===== src/design/tbs_pkg.sv =====
package tbs_pkg;

  localparam int NUM_SLOTS   = 8;
  localparam int SLOT_W      = (NUM_SLOTS > 1) ? $clog2(NUM_SLOTS) : 1;
  localparam int QUEUE_DEPTH = 2;

  localparam logic KIND_LOAD    = 1'b0;
  localparam logic KIND_REQUEST = 1'b1;

  // blend weights 0.35 and 0.65 in q16, they sum to exactly 1.0
  localparam logic [14:0] W_PREV = 15'd22938;
  localparam logic [15:0] W_LAST = 16'd42598;

  // buffer tier factors in q16
  localparam logic [16:0] F_LOW  = 17'd21627;
  localparam logic [16:0] F_MID  = 17'd43254;
  localparam logic [16:0] F_ONE  = 17'd65536;
  localparam logic [16:0] F_HIGH = 17'd72090;

  localparam logic [19:0] BUF_LOW  = 20'd4000;
  localparam logic [19:0] BUF_MID  = 20'd8000;
  localparam logic [19:0] BUF_HIGH = 20'd16000;

  typedef enum logic [1:0] {
    TIER_LOW,
    TIER_MID,
    TIER_ONE,
    TIER_HIGH
  } tier_t;

  typedef struct packed {
    logic        is_req;
    logic [2:0]  slot;
    logic [31:0] rate;   // representation rate for loads, measured rate for requests
    tier_t       tier;
  } q_item_t;

  typedef enum logic [2:0] {
    ST_IDLE,
    ST_MUL_PREV,
    ST_MUL_LAST,
    ST_BLEND,
    ST_SCALE,
    ST_SCAN,
    ST_FINISH
  } back_state_t;

  function automatic logic [16:0] tier_factor(tier_t t);
    logic [16:0] f;
    unique case (t)
      TIER_LOW:  f = F_LOW;
      TIER_MID:  f = F_MID;
      TIER_ONE:  f = F_ONE;
      TIER_HIGH: f = F_HIGH;
      default:   f = F_ONE;
    endcase
    return f;
  endfunction

endpackage


===== src/design/tbs_front.sv =====
module tbs_front (
  input  logic             clk,
  input  logic             rst,
  input  logic             in_valid,
  output logic             in_ready,
  input  logic             kind,
  input  logic [2:0]       rep_slot,
  input  logic [31:0]      rep_rate,
  input  logic [19:0]      buffer_ms,
  input  logic [31:0]      measured_rate,
  output logic             q_valid,
  output tbs_pkg::q_item_t q_item,
  input  logic             q_pop
);
  import tbs_pkg::*;

  localparam int PTR_W = (QUEUE_DEPTH > 1) ? $clog2(QUEUE_DEPTH) : 1;
  localparam int CNT_W = $clog2(QUEUE_DEPTH + 1);

  q_item_t            entries [QUEUE_DEPTH];
  logic [PTR_W-1:0]   wr_ptr;
  logic [PTR_W-1:0]   rd_ptr;
  logic [CNT_W-1:0]   count;
  q_item_t            item_in;
  logic               keep;
  logic               push;

  // classify the beat: pick the payload word and the buffer tier
  always_comb begin
    item_in.is_req = (kind == KIND_REQUEST);
    item_in.slot   = rep_slot;
    item_in.rate   = (kind == KIND_REQUEST) ? measured_rate : rep_rate;
    priority if (buffer_ms < BUF_LOW) begin
      item_in.tier = TIER_LOW;
    end else if (buffer_ms < BUF_MID) begin
      item_in.tier = TIER_MID;
    end else if (buffer_ms < BUF_HIGH) begin
      item_in.tier = TIER_ONE;
    end else begin
      item_in.tier = TIER_HIGH;
    end
  end

  // loads to a slot beyond the table are dropped here
  assign keep     = item_in.is_req || (32'(rep_slot) < NUM_SLOTS);
  assign in_ready = (count != CNT_W'(QUEUE_DEPTH));
  assign push     = in_valid && in_ready && keep;
  assign q_valid  = (count != '0);
  assign q_item   = entries[rd_ptr];

  always_ff @(posedge clk) begin
    if (push) begin
      entries[wr_ptr] <= item_in;
    end
  end

  always_ff @(posedge clk) begin
    if (rst) begin
      wr_ptr <= '0;
      rd_ptr <= '0;
      count  <= '0;
    end else begin
      if (push) begin
        wr_ptr <= (wr_ptr == PTR_W'(QUEUE_DEPTH - 1)) ? '0 : wr_ptr + 1'b1;
      end
      if (q_pop) begin
        rd_ptr <= (rd_ptr == PTR_W'(QUEUE_DEPTH - 1)) ? '0 : rd_ptr + 1'b1;
      end
      if (push && !q_pop) begin
        count <= count + 1'b1;
      end else if (!push && q_pop) begin
        count <= count - 1'b1;
      end
    end
  end

endmodule


===== src/design/tbs_back.sv =====
module tbs_back (
  input  logic             clk,
  input  logic             rst,
  input  logic             q_valid,
  input  tbs_pkg::q_item_t q_item,
  output logic             q_pop,
  input  logic             cfg_valid,
  output logic             cfg_ready,
  input  logic [15:0]      cfg_data,
  output logic             out_valid,
  input  logic             out_ready,
  output logic             all_done,
  output logic [2:0]       chosen_slot,
  output logic             none_loaded,
  output logic [15:0]      segment_number
);
  import tbs_pkg::*;

  back_state_t          state;
  back_state_t          state_next;

  logic [15:0]          total_segments;
  logic [15:0]          seg_counter;
  logic [31:0]          prev_rate;
  logic [31:0]          rate_table [NUM_SLOTS];
  logic [NUM_SLOTS-1:0] slot_valid;

  logic [31:0]          cur_last;
  tier_t                cur_tier;
  logic                 is_done;
  logic [46:0]          acc_prev;
  logic [47:0]          prod_last;
  logic [31:0]          weighted;
  logic [32:0]          limit;
  logic [SLOT_W-1:0]    idx;
  logic                 any_valid;
  logic                 found;
  logic [SLOT_W-1:0]    best_idx;
  logic [SLOT_W-1:0]    low_idx;
  logic [31:0]          best_rate;
  logic [31:0]          low_rate;

  logic                 load_we;
  logic                 start_req;
  logic                 out_load;
  logic                 scan_last;

  logic [47:0]          blend_sum;
  logic [48:0]          scaled;
  logic [31:0]          cur_rate;
  logic                 cur_valid;
  logic                 take_low;
  logic                 take_best;

  assign cfg_ready = 1'b1;
  assign scan_last = (idx == SLOT_W'(NUM_SLOTS - 1));

  always_ff @(posedge clk) begin
    if (rst) begin
      state <= ST_IDLE;
    end else begin
      state <= state_next;
    end
  end

  always_comb begin
    state_next = state;
    q_pop      = 1'b0;
    load_we    = 1'b0;
    start_req  = 1'b0;
    out_load   = 1'b0;
    unique case (state)
      ST_IDLE: begin
        if (q_valid) begin
          q_pop = 1'b1;
          if (q_item.is_req) begin
            start_req  = 1'b1;
            state_next = (seg_counter >= total_segments) ? ST_FINISH : ST_MUL_PREV;
          end else begin
            load_we = 1'b1;
          end
        end
      end
      ST_MUL_PREV: state_next = ST_MUL_LAST;
      ST_MUL_LAST: state_next = ST_BLEND;
      ST_BLEND:    state_next = ST_SCALE;
      ST_SCALE:    state_next = ST_SCAN;
      ST_SCAN: begin
        if (scan_last) begin
          state_next = ST_FINISH;
        end
      end
      ST_FINISH: begin
        if (!out_valid || out_ready) begin
          out_load   = 1'b1;
          state_next = ST_IDLE;
        end
      end
      default: state_next = ST_IDLE;
    endcase
  end

  assign blend_sum = 48'(acc_prev) + prod_last;
  assign scaled    = weighted * tier_factor(cur_tier);

  // one table entry per scan cycle, strict compares keep the lowest slot on ties
  assign cur_rate  = rate_table[idx];
  assign cur_valid = slot_valid[idx];
  assign take_low  = cur_valid && (!any_valid || (cur_rate < low_rate));
  assign take_best = cur_valid && ({1'b0, cur_rate} < limit)
                     && (!found || (cur_rate > best_rate));

  always_ff @(posedge clk) begin
    if (load_we) begin
      rate_table[SLOT_W'(q_item.slot)] <= q_item.rate;
    end
    if (start_req) begin
      cur_last <= q_item.rate;
      cur_tier <= q_item.tier;
      idx      <= '0;
    end
    if (state == ST_MUL_PREV) begin
      acc_prev <= prev_rate * W_PREV;
    end
    if (state == ST_MUL_LAST) begin
      prod_last <= cur_last * W_LAST;
    end
    if (state == ST_BLEND) begin
      weighted <= (prev_rate == '0) ? cur_last : blend_sum[47:16];
    end
    if (state == ST_SCALE) begin
      limit <= scaled[48:16];
    end
    if (state == ST_SCAN) begin
      idx <= idx + 1'b1;
      if (take_low) begin
        low_idx  <= idx;
        low_rate <= cur_rate;
      end
      if (take_best) begin
        best_idx  <= idx;
        best_rate <= cur_rate;
      end
    end
    if (out_load) begin
      all_done       <= is_done;
      chosen_slot    <= (is_done || !any_valid) ? 3'd0
                        : (found ? 3'(best_idx) : 3'(low_idx));
      none_loaded    <= !is_done && !any_valid;
      segment_number <= is_done ? 16'd0 : seg_counter;
    end
  end

  always_ff @(posedge clk) begin
    if (rst) begin
      total_segments <= '0;
      seg_counter    <= '0;
      prev_rate      <= '0;
      slot_valid     <= '0;
      is_done        <= 1'b0;
      any_valid      <= 1'b0;
      found          <= 1'b0;
      out_valid      <= 1'b0;
    end else begin
      if (cfg_valid && cfg_ready) begin
        total_segments <= cfg_data;
      end
      if (load_we) begin
        slot_valid[SLOT_W'(q_item.slot)] <= 1'b1;
      end
      if (start_req) begin
        is_done   <= (seg_counter >= total_segments);
        any_valid <= 1'b0;
        found     <= 1'b0;
      end
      if (state == ST_SCAN) begin
        if (cur_valid) begin
          any_valid <= 1'b1;
        end
        if (take_best) begin
          found <= 1'b1;
        end
      end
      if (out_load && !is_done) begin
        prev_rate   <= cur_last;
        seg_counter <= seg_counter + 1'b1;
      end
      if (out_load) begin
        out_valid <= 1'b1;
      end else if (out_ready) begin
        out_valid <= 1'b0;
      end
    end
  end

endmodule


===== src/design/throughput_bitrate_selector.sv =====
// Throughput-driven bitrate selector. Load beats (kind 0) write one slot of an
// eight-entry bitrate table and give no result; request beats (kind 1) give one
// result each, in order. A two-entry queue sits between the input side and the
// execution unit, and a result register sits on the output, so new beats are
// taken while a result waits. A load is written at pop; a request steps through
// pop, two q16 weight multiplies, blend, tier scale, one table slot per cycle
// over eight slots, then result load; a request that finds the stream finished
// goes from pop straight to result load. The table scan sets the request time.
// There is no clearing pass after reset. total_segments is written on the cfg
// channel, which is always ready, and should only change while the block idles.
module throughput_bitrate_selector (
  input  logic        clk,
  input  logic        rst,
  input  logic        in_valid,
  output logic        in_ready,
  input  logic        kind,
  input  logic [2:0]  rep_slot,
  input  logic [31:0] rep_rate,
  input  logic [19:0] buffer_ms,
  input  logic [31:0] measured_rate,
  input  logic        cfg_valid,
  output logic        cfg_ready,
  input  logic [15:0] cfg_data,
  output logic        out_valid,
  input  logic        out_ready,
  output logic        all_done,
  output logic [2:0]  chosen_slot,
  output logic        none_loaded,
  output logic [15:0] segment_number
);
  import tbs_pkg::*;

  logic    q_valid;
  logic    q_pop;
  q_item_t q_item;

  tbs_front u_front (
    .clk           (clk),
    .rst           (rst),
    .in_valid      (in_valid),
    .in_ready      (in_ready),
    .kind          (kind),
    .rep_slot      (rep_slot),
    .rep_rate      (rep_rate),
    .buffer_ms     (buffer_ms),
    .measured_rate (measured_rate),
    .q_valid       (q_valid),
    .q_item        (q_item),
    .q_pop         (q_pop)
  );

  tbs_back u_back (
    .clk            (clk),
    .rst            (rst),
    .q_valid        (q_valid),
    .q_item         (q_item),
    .q_pop          (q_pop),
    .cfg_valid      (cfg_valid),
    .cfg_ready      (cfg_ready),
    .cfg_data       (cfg_data),
    .out_valid      (out_valid),
    .out_ready      (out_ready),
    .all_done       (all_done),
    .chosen_slot    (chosen_slot),
    .none_loaded    (none_loaded),
    .segment_number (segment_number)
  );

endmodule

===== config.mk =====
export PLATFORM = sky130hd
export DESIGN_NAME = throughput_bitrate_selector
export DESIGN_NICKNAME = d
export VERILOG_FILES = /design/src/design/tbs_pkg.sv /design/src/design/tbs_front.sv /design/src/design/tbs_back.sv /design/src/design/throughput_bitrate_selector.sv
export SDC_FILE = /design/constraint.sdc
export NUM_CORES = 2
export LEC_CHECK = 0
export CAP_MARGIN = 20
export CORE_AREA = 2 2 498 451
export CTS_CLUSTER_DIAMETER = 80
export DETAILED_ROUTE_END_ITERATION = 16
export DIE_AREA = 0 0 500 453
export DONT_BUFFER_PORTS = 1
export MAX_ROUTING_LAYER = met4
export SLEW_MARGIN = 5
export SYNTH_ARGS = -nofsm -noshare
export SYNTH_HDL_FRONTEND = slang
export SYNTH_HIERARCHICAL = 1
export SYNTH_SLANG_ARGS = --single-unit
export TNS_END_PERCENT = 20

===== constraint.sdc =====
create_clock -name clk -period 15.2 [get_ports clk]
set_clock_uncertainty 0.05 [all_clocks]
set_input_delay 0 -clock clk [delete_from_list [all_inputs] [get_ports clk]]
set_output_delay 0 -clock clk [all_outputs]
set_load 0.03 [all_outputs]

==> impl_summary.md <==
Worst setup path
The highest net fanout along the worst path is 64. STA puts the critical path data arrival time at 9.16 ns. The element type at the critical path start is a flip-flop.

On the critical path, the stage with the largest delay is an instance of sky130_fd_sc_hd__a21oi_1. On the worst path, the slowest cell contributes a delay of 0.60 ns. STA puts the critical path data required time at 15.57 ns. The kind of critical path is flip-flop to flip-flop. The cell that appears most often on the critical path is sky130_fd_sc_hd__fa_1. The kind of end point of the critical path is a flip-flop.

STA
The shortest clock period the worst path allows after layout is 8.791 ns. Derived from the worst setup path, the maximum achievable clock frequency is 113.8 MHz. For the final routed database, the setup TNS stands at 0 ns.

Setup repair after global routing left no endpoint under its margin. Dividing the final minimum period by the clock period gives 57.84%. At the pin with the least slew margin, the transition time is 1.069 ns. Setup violations remaining at the end of the flow were counted as 0.

Headroom to the max-slew limit came out at 28.73%. The max-slew violation count is 0. The count of final hold-check violations is 0.

Yosys
Counting distinct cell types in the post-synthesis netlist gives 81. For this run, the leading register cell type out of synthesis is sky130_fd_sc_hd__edfxtp_1. The post-synthesis mux area share is 4.627%. The post-synthesis compound-gate area fraction is 6.505%.

The synthesized netlist devotes 38.24% of its cell area to adder and majority cells. The share of async-settable or async-resettable flops after synthesis is 0%. Sequential elements use 32.88% of the synthesized area. The post-synthesis share of cell area spent on xor and xnor gates is 2.596%.

The number of warnings issued by yosys is 6. Counting every instance in the synthesized netlist gives 5,355. The average instance area after synthesis is 11.53 um^2. The area of the mapped netlist is 61,740 um^2. In this run, synthesis produced a sequential element count of 705.

The top cell type by area accounts for 30.06% of the synthesized area. The synthesized netlist devotes 7.115% of its cell area to simple gates. The biggest area contributor in the post-synthesis netlist is sky130_fd_sc_hd__edfxtp_1. Sorting the synthesized cells by area gives the leading types as sky130_fd_sc_hd__edfxtp_1, sky130_fd_sc_hd__fa_1, sky130_fd_sc_hd__ha_1. Counting flops with a built-in enable in the synthesized netlist gives 618.

The net count after synthesis is 6,917. After synthesis, the largest family of logic cells by area is adder cells.

Finish
At the end of the flow the core is filled with cells to 31.42%. The count of nets after finishing is 7,077. Fill cells in the final layout number 22.08k.

The proportion of layout cells with a drive suffix above 1 is 6.417%. Once layout is done, the placed cells without fillers occupy 69,450 um^2. The growth of design area from synthesis to finish is 12.49%.

Placed design
The post-placement cell area is 65,320 um^2. The count of input and output buffers is 0. Routability-driven placement finished with a final weighted congestion of 0.9220.

The half-perimeter wire length after detailed placement is 115.6 mm.

Floorplanning
The top-level port count is 133. The area of the core region is 221,000 um^2. The vertical die dimension is 453 um. The effective utilization at floorplan is 27.94%. The die width is 500 um. The floorplan has 164 rows. The die area is 226,500 um^2.

Status
The flow ran to the end, and the final reports show no timing, DRC or antenna violations.

Clocking
TritonCTS built the clock tree. The number of setup buffers added after CTS is 0. CTS built an H-tree with a depth of 3.

The root cell of the clock tree is sky130_fd_sc_hd__clkbuf_16. The buffer depth of the longest clock path is 3. The number of buffers created by CTS is 81. The clock latency reported for the late side of the worst-skew pair is 0.71 ns. The number of clock sinks seen by CTS is 705. Clock-pin slew was measured on the worst setup and hold paths at 0.07 ns.

Route
After detailed routing, the number of remaining DRC violations is 0. The detail route stage leaves a number of antenna-violating nets equal to 0. The average via count per standard cell is 4.534. The final routed wire length divided by cell count is 17.47 um. The pre-antenna-repair detailed-routing pass consisted of 5 iterations. For this block, the routed nets add up to 148.3 mm of wire.

The total number of vias is 38.48k. The violation count after the first detailed-route iteration is 2,265.

Global routing
The remaining global-route overflow is 0. The via count of the first global-routing pass is 40.98k. Across every metal layer, demand over resource in global routing totals 13.69%.

Entering global routing, the biggest net connects 85 pins. The number of antenna violations at the first check in global routing is 2. The global-route wire length before repair is 234.7 mm.

Min path
The worst min-delay path class is input pin to flip-flop.

Flow run
Max-cap violations in this run came to 0.
[synth_stat cells (9+ instances only)]
cell and n:
sky130_fd_sc_hd__nor3_1 32, sky130_fd_sc_hd__xnor2_1 105, sky130_fd_sc_hd__o211ai_1 11, sky130_fd_sc_hd__nor2_1 153, sky130_fd_sc_hd__dfxtp_1 87, sky130_fd_sc_hd__fa_1 722, sky130_fd_sc_hd__nand4_1 43, sky130_fd_sc_hd__nand2b_1 75
sky130_fd_sc_hd__inv_1 1209, sky130_fd_sc_hd__mux2_2 101, sky130_fd_sc_hd__ha_1 731, sky130_fd_sc_hd__a21oi_1 203, sky130_fd_sc_hd__and2_1 100, sky130_fd_sc_hd__clkbuf_1 79, sky130_fd_sc_hd__nand2_1 278, sky130_fd_sc_hd__buf_1 9
sky130_fd_sc_hd__nor2b_1 85, sky130_fd_sc_hd__o21ai_0 118, sky130_fd_sc_hd__o21a_1 18, sky130_fd_sc_hd__a211oi_1 24, sky130_fd_sc_hd__mux2i_1 21, sky130_fd_sc_hd__nand3_1 50, sky130_fd_sc_hd__mux4_2 66, sky130_fd_sc_hd__a31oi_1 24
sky130_fd_sc_hd__o21bai_1 29, sky130_fd_sc_hd__or3_1 11, sky130_fd_sc_hd__edfxtp_1 618, sky130_fd_sc_hd__xor2_1 78, sky130_fd_sc_hd__a21o_1 117, sky130_fd_sc_hd__and3_1 20, sky130_fd_sc_hd__o31ai_1 11
[final cells by class]
class / count / area, um^2 / area share (%)
diodes: 2 / 5.005 / 0.007207
clock buffers: 106 / 2151 / 3.097
clock inverters: 41 / 503.0 / 0.7243
inverters: 1209 / 4538 / 6.535
multi-input cells: 3340 / 36590 / 52.68
flip-flops and latches: 705 / 20310 / 29.24
well taps: 2905 / 3635 / 5.234
repair buffers: 178 / 1722 / 2.479
[critical path: cells and delay by family, from the launching register on]
family / cells / cell delay [ns]
adder cells (fa/ha/maj): 8 / 3.82
AO/OA/AOI/OAI: 8 / 2.34
buffers and inverters: 7 / 1.25
AND/OR/NAND/NOR: 2 / 0.60
flip-flops: 1 / 0.35
XOR/XNOR: 1 / 0.09
[timing repair]
item	CTS	global route
hold buffers	143	0
gates resized for setup	0	0
hold endpoints to repair	219	0
[per-stage QoR]
step | setup WS [ns] | instances | hold WS, ns
finish | 6.409 | 8486 | 0.06744
global route | 6.058 | 8486 | 0.03344
CTS | 6.512 | 8483 | 0.002359
detailed placement | 6.512 | 8193 | 0.02761
global placement | 6.619 | 8193 | 0.02580
floorplan | 7.579 | 5355 | 0.01907
[metal layers]
metal	share of wire, %	track usage [%]
met5	0	-
met4	2.7	3.636
met3	5.4	2.370
met2	46	21.45
met1	46	18.27
[logic make-up after synthesis]
logic type,Yosys count
adder cells (fa/ha/maj),1454
buffers and inverters,1310
AND/OR/NAND/NOR,883
flip-flops,705
AO/OA/AOI/OAI,629
multiplexers,190
XOR/XNOR,183
other,1
[flip-flops by register name, indices dropped and copies added (netlist names), 32 cells and up, named ones only]
| signal | cells |
|---|---|
| u_back/prod_last | 47 |
| u_back/prev_rate | 32 |
| u_back/cur_last | 32 |
| u_back/best_rate | 32 |
| u_back/low_rate | 32 |
| u_back/limit | 33 |
| u_back/acc_prev | 46 |
| u_back/weighted | 32 |
| u_back/rate_table | 256 |
| u_front/entries | 76 |
[cells in the final DEF (no fill, tap or decap), types with 35 or more instances in the layout]
cell                            netlist  routed
sky130_fd_sc_hd__inv_1             1209    1208
sky130_fd_sc_hd__ha_1               731     731
sky130_fd_sc_hd__fa_1               722     722
sky130_fd_sc_hd__edfxtp_1           618     618
sky130_fd_sc_hd__nand2_1            278     278
sky130_fd_sc_hd__a21oi_1            203     202
sky130_fd_sc_hd__nor2_1             153     145
sky130_fd_sc_hd__dlygate4sd3_1        0     141
sky130_fd_sc_hd__o21ai_0            118     118
sky130_fd_sc_hd__a21o_1             117     117
sky130_fd_sc_hd__xnor2_1            105     105
sky130_fd_sc_hd__mux2_2             101     101
sky130_fd_sc_hd__and2_1             100     100
sky130_fd_sc_hd__nor2b_1             85      85
sky130_fd_sc_hd__dfxtp_1             87      84
sky130_fd_sc_hd__clkbuf_16            0      81
sky130_fd_sc_hd__xor2_1              78      78
sky130_fd_sc_hd__nand2b_1            75      75
sky130_fd_sc_hd__mux4_2              66      66
sky130_fd_sc_hd__nand3_1             50      50
sky130_fd_sc_hd__nand4_1             43      43
sky130_fd_sc_hd__buf_4                4      35
[worst paths after layout]
path | start | end | slack, ns | cells past startpoint
worst max register to register | u_back/cur_tier[1] | u_back/limit[30] | 6.41 | 26
worst min-delay path | measured_rate[10] | u_front/entries[0][12] | 0.07 | 2
worst min register to register | u_back/slot_valid[4] | u_back/slot_valid[4] | 0.43 | 2
worst max-delay path | u_back/cur_tier[1] | u_back/limit[30] | 6.41 | 26
Power is not shown: default switching activity piles up to over one toggle a cycle in this logic, so the estimate is an artifact.
